`config.mk`:
```
export PLATFORM = sky130hd
export DESIGN_NAME = plm_mul
export DESIGN_NICKNAME = d
export VERILOG_FILES = /design/src/rtl/polynomial_lens_distortion_map_core_assert.svh /design/src/rtl/plm_pkg.sv /design/src/rtl/plm_mul.sv
export SDC_FILE = /design/constraint.sdc
export NUM_CORES = 2
export LEC_CHECK = 0
export ABC_AREA = 1
export BUFFER_PORTS_ARGS = -buffer_cell sky130_fd_sc_hd__buf_2
export CAP_MARGIN = 10
export CORE_UTILIZATION = 50
export DETAILED_ROUTE_END_ITERATION = 6
export GPL_ROUTABILITY_DRIVEN = 1
export PLACE_DENSITY = 0.64
export SYNTH_ARGS = -nofsm -noshare
export SYNTH_HDL_FRONTEND = slang
export SYNTH_SLANG_ARGS = --single-unit
```
`constraint.sdc`:
```
create_clock -name clk -period 12.4 [get_ports clk]
set_input_delay 2.48 -clock clk [delete_from_list [all_inputs] [get_ports clk]]
set_output_delay 2.48 -clock clk [all_outputs]
set_load 0.005 [all_outputs]
```
`src/rtl/polynomial_lens_distortion_map_core_assert.svh`:
```
// assertion macros of the lens distortion map rtl, included by plm_seq
`ifndef POLYNOMIAL_LENS_DISTORTION_MAP_CORE_ASSERT_SVH
`define POLYNOMIAL_LENS_DISTORTION_MAP_CORE_ASSERT_SVH

// property checked on every clock edge outside reset
`define PLM_ASSERT(label, prop) \
  label: assert property (@(posedge clk) disable iff (rst) prop) \
    else $error("plm assertion failed");

// property checked on every clock edge, reset included
`define PLM_ASSERT_ALWAYS(label, prop) \
  label: assert property (@(posedge clk) prop) \
    else $error("plm assertion failed");

`endif

```
`src/rtl/plm_pkg.sv`:
```
// types, constants and helpers of the lens distortion map
package plm_pkg;

  localparam int MAX_ITERATIONS  = 50;
  localparam int COORD_FRAC_BITS = 24;
  localparam int COEF_FRAC_BITS  = 46;
  localparam int COEF_SPLIT      = 23;
  localparam int COORD_W         = 32;
  localparam int COEF_W          = 48;
  localparam int TOL_W           = 16;
  localparam int IDX_W           = 2;
  localparam int ACC_W           = 36;
  localparam logic [TOL_W-1:0] TOL_RESET = 16'd17;

  typedef enum logic [IDX_W-1:0] {
    REG_COEF_RADIAL,
    REG_COEF_TILT_Y,
    REG_COEF_TILT_X,
    REG_TOLERANCE
  } reg_index_t;

  typedef struct packed {
    logic signed [COEF_W-1:0] e2;
    logic signed [COEF_W-1:0] e5;
    logic signed [COEF_W-1:0] e6;
    logic [TOL_W-1:0]         tol;
  } cfg_t;

  typedef struct packed {
    logic                      start;
    logic                      is_coef;
    logic signed [COORD_W-1:0] a;
    logic signed [COEF_W-1:0]  b;
  } mul_req_t;

  typedef struct packed {
    logic                      done;
    logic signed [COORD_W-1:0] result;
  } mul_rsp_t;

  typedef enum logic [2:0] {
    PH_IDLE,
    PH_LO,
    PH_HI,
    PH_SUM,
    PH_ROUND
  } mul_phase_t;

  typedef enum logic [2:0] {
    ST_IDLE,
    ST_ISSUE,
    ST_WAIT,
    ST_CHECK,
    ST_DONE
  } seq_state_t;

  // closed-form steps first, then the steps of one iteration
  typedef enum logic [4:0] {
    STEP_D_XX,
    STEP_D_YY,
    STEP_D_A,
    STEP_D_B,
    STEP_D_C,
    STEP_D_XO,
    STEP_D_YO,
    STEP_I_XX,
    STEP_I_YY,
    STEP_I_XY,
    STEP_I_P,
    STEP_I_Q,
    STEP_I_XD1,
    STEP_I_XD2,
    STEP_I_XD3,
    STEP_I_YD1,
    STEP_I_YD2,
    STEP_I_YD3
  } step_t;

  localparam logic signed [ACC_W-1:0] SAT_MAX = 36'sh07FFFFFFF;
  localparam logic signed [ACC_W-1:0] SAT_MIN = 36'shF80000000;

  // clamp a wide sum to the coordinate range
  function automatic logic signed [COORD_W-1:0] sat32(input logic signed [ACC_W-1:0] v);
    logic signed [COORD_W-1:0] r;
    if (v > SAT_MAX) begin
      r = 32'sh7FFFFFFF;
    end else if (v < SAT_MIN) begin
      r = 32'sh80000000;
    end else begin
      r = v[COORD_W-1:0];
    end
    return r;
  endfunction

endpackage

```
`src/rtl/plm_mul.sv`:
```
// shared multi-cycle rounding and saturating multiplier
module plm_mul #(
  parameter int COORD_FRAC_BITS = plm_pkg::COORD_FRAC_BITS
) (
  input  logic              clk,
  input  logic              rst,
  input  plm_pkg::mul_req_t req,
  output plm_pkg::mul_rsp_t rsp
);

  localparam int SPLIT = plm_pkg::COEF_SPLIT;
  localparam int COEF_SHIFT = plm_pkg::COEF_FRAC_BITS - SPLIT;
  localparam logic [63:0] RND_CC = 64'd1 << (COORD_FRAC_BITS - 1);
  localparam logic [63:0] RND_COEF = 64'd1 << (plm_pkg::COEF_FRAC_BITS - 24);

  plm_pkg::mul_phase_t phase, phase_next;
  logic [31:0] ma;
  logic [47:0] mb;
  logic        neg;
  logic        is_coef;
  logic [63:0] prod;
  logic [63:0] acc;
  logic [31:0] mul_b;
  logic [63:0] mul_p;
  logic [63:0] mag_r;

  // one 32 by 32 multiplier, b side picks a slice of the magnitude
  always_comb begin
    if (phase == plm_pkg::PH_HI) begin
      mul_b = {7'd0, mb[47:SPLIT]};
    end else if (is_coef) begin
      mul_b = {9'd0, mb[SPLIT-1:0]};
    end else begin
      mul_b = mb[31:0];
    end
  end
  assign mul_p = ma * mul_b;

  // next phase
  always_comb begin
    phase_next = phase;
    case (phase)
      plm_pkg::PH_IDLE:  if (req.start) phase_next = plm_pkg::PH_LO;
      plm_pkg::PH_LO:    phase_next = is_coef ? plm_pkg::PH_HI : plm_pkg::PH_ROUND;
      plm_pkg::PH_HI:    phase_next = plm_pkg::PH_SUM;
      plm_pkg::PH_SUM:   phase_next = plm_pkg::PH_ROUND;
      plm_pkg::PH_ROUND: phase_next = plm_pkg::PH_IDLE;
      default:           phase_next = plm_pkg::PH_IDLE;
    endcase
  end

  always_ff @(posedge clk) begin
    if (rst) begin
      phase <= plm_pkg::PH_IDLE;
    end else begin
      phase <= phase_next;
    end
  end

  // operand capture and partial products
  always_ff @(posedge clk) begin
    case (phase)
      plm_pkg::PH_IDLE: begin
        if (req.start) begin
          ma      <= req.a[31] ? 32'(-req.a) : 32'(req.a);
          mb      <= req.b[47] ? 48'(-req.b) : 48'(req.b);
          neg     <= req.a[31] ^ req.b[47];
          is_coef <= req.is_coef;
        end
      end
      plm_pkg::PH_LO:  acc  <= mul_p;
      plm_pkg::PH_HI:  prod <= mul_p;
      plm_pkg::PH_SUM: acc  <= prod + (acc >> SPLIT);
      default: ;
    endcase
  end

  // rounding and saturation of the magnitude
  always_comb begin
    if (is_coef) begin
      mag_r = (acc + RND_COEF) >> COEF_SHIFT;
    end else begin
      mag_r = (acc + RND_CC) >> COORD_FRAC_BITS;
    end
  end

  // outputs
  always_comb begin
    rsp.done = (phase == plm_pkg::PH_ROUND);
    if (neg) begin
      rsp.result = (mag_r >= 64'h80000000) ? 32'sh80000000 : -$signed(mag_r[31:0]);
    end else begin
      rsp.result = (mag_r > 64'h7FFFFFFF) ? 32'sh7FFFFFFF : $signed(mag_r[31:0]);
    end
  end

endmodule

```
== Word-level counts from Yosys, hierarchy flattened ==
Cells that the tools add are included.
Word-level totals
  word-level logic and storage cells: 39
  input bits: 84
  output and inout port bits: 33
  bits in registers: 213
Cells by class
  add/sub/neg operators: 6
  multipliers: 1
  mux-type cells: 12
  equal/unequal tests: 5
  bitwise gates (word level): 1
  order comparisons: 2
  reductions and logical operators: 3
Operator list (number)
  $mux 32: 5
  $pmux 64 s2: 1
  $add 64x23->64 const B: 1
  $add 64x24->64 const B: 1
  $add 64x41->64: 1
  $ge 64x32->1 const B: 1
  $gt 64x31->1 const B: 1
  $mul 32x32->64: 1
  $neg 32->32: 2
  $neg 48->48: 1
  $mux 47: 1
  $mux 41: 1
  $mux 31: 1
  $pmux 3 s4: 1
  $eq 3x2->1 const B: 2
  $mux 3: 2
  $eq 3x1->1 const B: 1
  $eq 3x3->1 const B: 1
  $logic_not 3->1: 1
  $ne 2x2->1 const B: 1
  $reduce_and 2->1: 1
  $reduce_bool 2->1: 1
  $xor 1x1->1: 1

== Longest topological paths before layout ==
  word-level depth: 5
  depth in mapped cells: 39
  mapped depth without buffers: 37

== Worst setup path after synthesis ==
OpenSTA, ideal clock, no wires.
  path type: reg-to-reg
  start point: reg phase[2]
  end point: reg prod[40] (data pin)
  arrival: 9.284 ns
  period minus slack after synthesis: 9.539 ns
  required time: 12.145 ns
  slack: 2.861 ns
  cell stages (with the launch flop): 34
  path buffers: 2
  setup time: 0.255 ns
  path through: dfxtp_1 -> nor2_1 -> nand2_1 -> inv_1 -> clkbuf_1 -> or2_2 -> o21ai_1 -> clkbuf_1 -> nor2_1 -> fa_1 -> fa_1 -> fa_1 -> inv_1 -> fa_1 -> inv_1 -> fa_1 -> inv_1 -> fa_1 -> inv_1 -> fa_1 -> inv_1 -> fa_1 -> inv_1 -> ha_1 -> nand2_1 -> inv_1 -> a21oi_1 -> nor2_1 -> nor2_1 -> a21boi_0 -> o21ai_0 -> nand2_1 -> nand3_1 -> and2_1
Between the ends
  cells in the longest elaborated chain, start to end: 3
RTL lines
  from (decl): line plm_mul.sv:16  | plm_pkg::mul_phase_t phase, phase_next;
  from (signal assigned): line plm_mul.sv:54  | phase <= plm_pkg::PH_IDLE;
  from (signal assigned): line plm_mul.sv:56  | phase <= phase_next;
  $eq 3x2->1: line plm_mul.sv:29  | if (phase == plm_pkg::PH_HI) begin
  $mux 32: line plm_mul.sv:29
  $mul 32x32->64: line plm_mul.sv:37  | assign mul_p = ma * mul_b;
  named net mul_p[40]: line plm_mul.sv:24  | logic [63:0] mul_p;
  to (signal assigned): line plm_mul.sv:72  | plm_pkg::PH_HI: prod <= mul_p;
  to (decl): line plm_mul.sv:21  | logic [63:0] prod;
The timed path passes the listed nets, and every way through them passes these cells.
A chain may end at the register's enable or synchronous reset.

== Final worst setup path ==
  start point: reg phase[2]
  end point: reg acc[38] (data pin)
Between the ends
  cells in the longest elaborated chain, start to end: 4
  elaborated cells between the ends (all ways): 6
  classes of those cells: mul (1); eq/ne (3); mux (2)
RTL lines
  $eq 3x2->1: line plm_mul.sv:29
  $mux 32: line plm_mul.sv:29
  $mul 32x32->64: line plm_mul.sv:37
  $pmux 64 s2 *: line plm_mul.sv:62  | case (phase)
  to (signal assigned): line plm_mul.sv:71  | plm_pkg::PH_LO: acc <= mul_p;
  to (signal assigned): line plm_mul.sv:73  | plm_pkg::PH_SUM: acc <= prod + (acc >> SPLIT);
  to (decl): line plm_mul.sv:22  | logic [63:0] acc;
Mark *: on every way between the ends. The rest lies on a longest branch, timed or not.

==> impl_metrics.csv <==
group,metric,value,unit
layout,finalNonFillerCells,7677,
die,die_height,314,µm
logic_synthesis,avgSynthCellArea,7.65,µm²
sta,pin_slew_with_the_least_headroom_to_its_limit,1.27,ns
cts,clock_insertion_delay_worst_skew,0.52,ns
layout,finalNetCount,7673,
sta,final.min_clock_period,9.89,ns
logic_synthesis,seq_area_frac_synth,11.7,%
cts,ctsRootBufferMaster,"clkbuf_16",
die,design.die.area,0.0986,mm²
logic_synthesis,synth-adder-area-share,44.8,%
placement,buffer_ports.inserted,116,
outcome,status,"complete, no violations",
worst_setup_path,critical-path-max-stage-delay,0.73,ns
worst_setup_path,worst-setup-path-type,"register to register",
worst_setup_path,timing.critical_path.mode_cell,"fa_1",
sta,maxSlewHeadroom,15.4,%
worst_setup_path,critPathRequiredTime,12.65,ns
cts,clock_transition_at_the_registers_of_the_reported_paths,0.08,ns
logic_synthesis,synth_simple_gate_area_share,23.0,%
layout,final_layout_size_suffix_gt1_share,5.11,%
sta,finalCritPeriodShare,79.7,%
sta,rsz0062_at_grt,"false",
placement,gp_congestion,1.01,
die,io-pin-count,117,
route,drtAntennaViolNets,0,
cts,post_cts.resized_instances,0,
worst_setup_path,start_kind,"register",
route,viasPerCell,5.58,
logic_synthesis,async_reset_ff_share,0,%
worst_setup_path,worst-path-max-fanout,28,
layout,fill_cells,9500,
logic_synthesis,synth-compound-area-share,5.19,%
placement,detailedPlace.worstSlack,2.69,ns
die,die-width,314,µm
cts,cts_post_setup_buffers_inserted,0,
route,wire_per_inst,22.9,µm
global_route,grt_overflow,0,
worst_setup_path,endpoint_kind,"register",
sta,max_freq,101,MHz
route,drt_wl_total,176000,µm
cts,cts_max_level,4,
cts,cts_inserted_buffers,17,
placement,dpl.cell_count,7641,
logic_synthesis,synth.yosys.warnings,0,
die,num_rows,114,
cts,holdBufCountCts,0,
sta,finalSetupViolCount,0,
placement,hpwlAfterDp,142000,µm
cts,sink_count,191,
logic_synthesis,synthDistinctLibCells,46,
route,drt_first_pass_iters,6,
die,initial_utilization,50.4,%
sta,setup_slack,2.51,ns
die,core_ar,0.0966,mm²
logic_synthesis,synthMuxAreaShare,0,%
flow_run,cap_violations,0,
logic_synthesis,synth_edf_count,188,
cts,cts-root-to-sink-buffers,2,
cts,tritoncts_clock_tree,"yes",
global_route,number_of_global_route_vias_before_repair,43600,
layout,synth_to_layout_area_growth,5.78,%
route,drcViolationCount,0,
logic_synthesis,dominantRegCellSynth,"edfxtp_1",
logic_synthesis,synth_nets,7648,
sta,slew_limit_fails,0,
worst_setup_path,cp.arrival,10.13,ns
global_route,grt_start_max_net_pins,71,
global_route,grt_util_all_layers,36.4,%
sta,finalHoldViolations,0,
route,num_vias,42800,
logic_synthesis,yosys_register_bits,191,
logic_synthesis,synth_xor_area_share,2.79,%
sta,clock-skew-final,0.0281,ns
sta,setup_total_negative_slack,0,ns
route,first_iter_violations,4062,
logic_synthesis,netlist_instances,6359,
global_route,grt_first_pass_wirelength,265000,µm
logic_synthesis,synth_top_family_by_area,"adder cells",
worst_setup_path,slowest_stage,"inv_2",
global_route,grt_antenna_before_repair,2,
worst_hold_path,holdCritPathClass,"register to register",
logic_synthesis,netlist_area,0.0487,mm²
-- final timing paths --
| kind | start | to | slack, ns | depth (start not counted) |
|---|---|---|---|---|
| hold / removal | phase[0]$_SDFFE_PP0P_ | phase[0]$_SDFFE_PP0P_ | 0.54 | 3 |
| hold reg to reg | phase[0]$_SDFFE_PP0P_ | phase[0]$_SDFFE_PP0P_ | 0.54 | 3 |
| setup reg to reg | phase[2]$_SDFFE_PP0P_ | acc[38]$_DFFE_PP_ | 2.51 | 28 |
| setup / recovery | phase[2]$_SDFFE_PP0P_ | acc[38]$_DFFE_PP_ | 2.51 | 28 |
-- cell usage in the layout, fill, tap and decap left out, drive strengths merged, types with 4 or more instances in the layout --
cell type  count
o21a          12
fa           896
or2           29
nor4          22
clkinv        26
ha           309
nand4         44
and2          20
a21boi         8
nand3b        12
o31ai          9
nor3          65
o21bai        26
a21oi        135
diode          4
nor2        1015
xor2         108
nand3        271
o21ai        209
buf          205
edfxtp       188
a21o          20
nand2       1260
clkbuf        17
a31oi         23
xnor2         47
inv         1400
and3           5
-- per-stage QoR --
stage / utilization, % / area, µm² / hold WS, ns
finish: 53.3 / 51500 / 0.541
global placement: 52.6 / 50800 / 0.519
CTS: 53.3 / 51500 / 0.537
floorplan: - / 48700 / 0.445
global route: 53.3 / 51500 / 0.577
detailed placement: 52.6 / 50800 / 0.526
-- cell families (layout without fill, tap and decap cells) --
family / after synthesis / after routing
AND/OR/NAND/NOR: 2744 / 2744
buffers and inverters: 1611 / 1649
adder cells (fa/ha/maj): 1205 / 1205
AO/OA/AOI/OAI: 453 / 453
flip-flops: 191 / 191
XOR/XNOR: 155 / 155
other: 0 / 4
-- area by class of cell --
| class | count | area, µm² | share of cell area [%] |
|---|---|---|---|
| clock buffers | 17 | 425 | 0.826 |
| diodes | 4 | 10.0 | 0.0194 |
| multi-input cells | 4557 | 37000 | 71.8 |
| repair buffers | 205 | 1250 | 2.43 |
| well taps | 1276 | 1600 | 3.10 |
| flip-flops and latches | 191 | 5710 | 11.1 |
| inverters | 1412 | 5300 | 10.3 |
| clock inverters | 15 | 213 | 0.413 |
-- synthesized netlist by cell type, types with 20 or more instances --
library cell  instances  area share (%)
inv_1              1393              11
nand2_1            1253             9.7
nor2_1              995             7.7
fa_1                896              37
ha_1                309             7.9
nand3_1             269             2.8
o21ai_0             189             1.9
edfxtp_1            188              12
clkbuf_1            173             1.3
a21oi_1             135             1.4
xor2_1              108             1.9
nor3_1               63            0.65
xnor2_1              47            0.85
nand4_1              44            0.57
or2_2                29            0.37
o21bai_1             26            0.40
a31oi_1              23            0.30
nor4_1               22            0.28
a21o_1               20            0.31
and2_1               20            0.26
o21ai_1              20            0.21
-- registers in the layout, summed over array words and instances (netlist names) --
name,flops
acc,42
is_coef,1
ma,32
mb,48
neg,1
phase,3
prod,64
-- layer usage --
layer / part of all wire (%) / track usage [%] / vias up
li1: - / - / 19100
met1: 39 / 46.2 / 20900
met2: 45 / 58.5 / 2277
met3: 9.8 / 8.20 / 494
met4: 5.9 / 18.5 / 2
met5: 0.0097 / 0 / -
-- worst max-delay path, delay by kind of cell, from the launching register on --
family | cells | cell delay, ns
compound gates | 5 | 1.28
xor+xnor | 1 | 0.32
fa+ha+maj | 9 | 4.60
buf+inv | 5 | 1.04
flops | 1 | 0.41
simple gates | 8 | 1.95
Power is not shown: default switching activity piles up to over one toggle a cycle in this logic, so the estimate is an artifact.
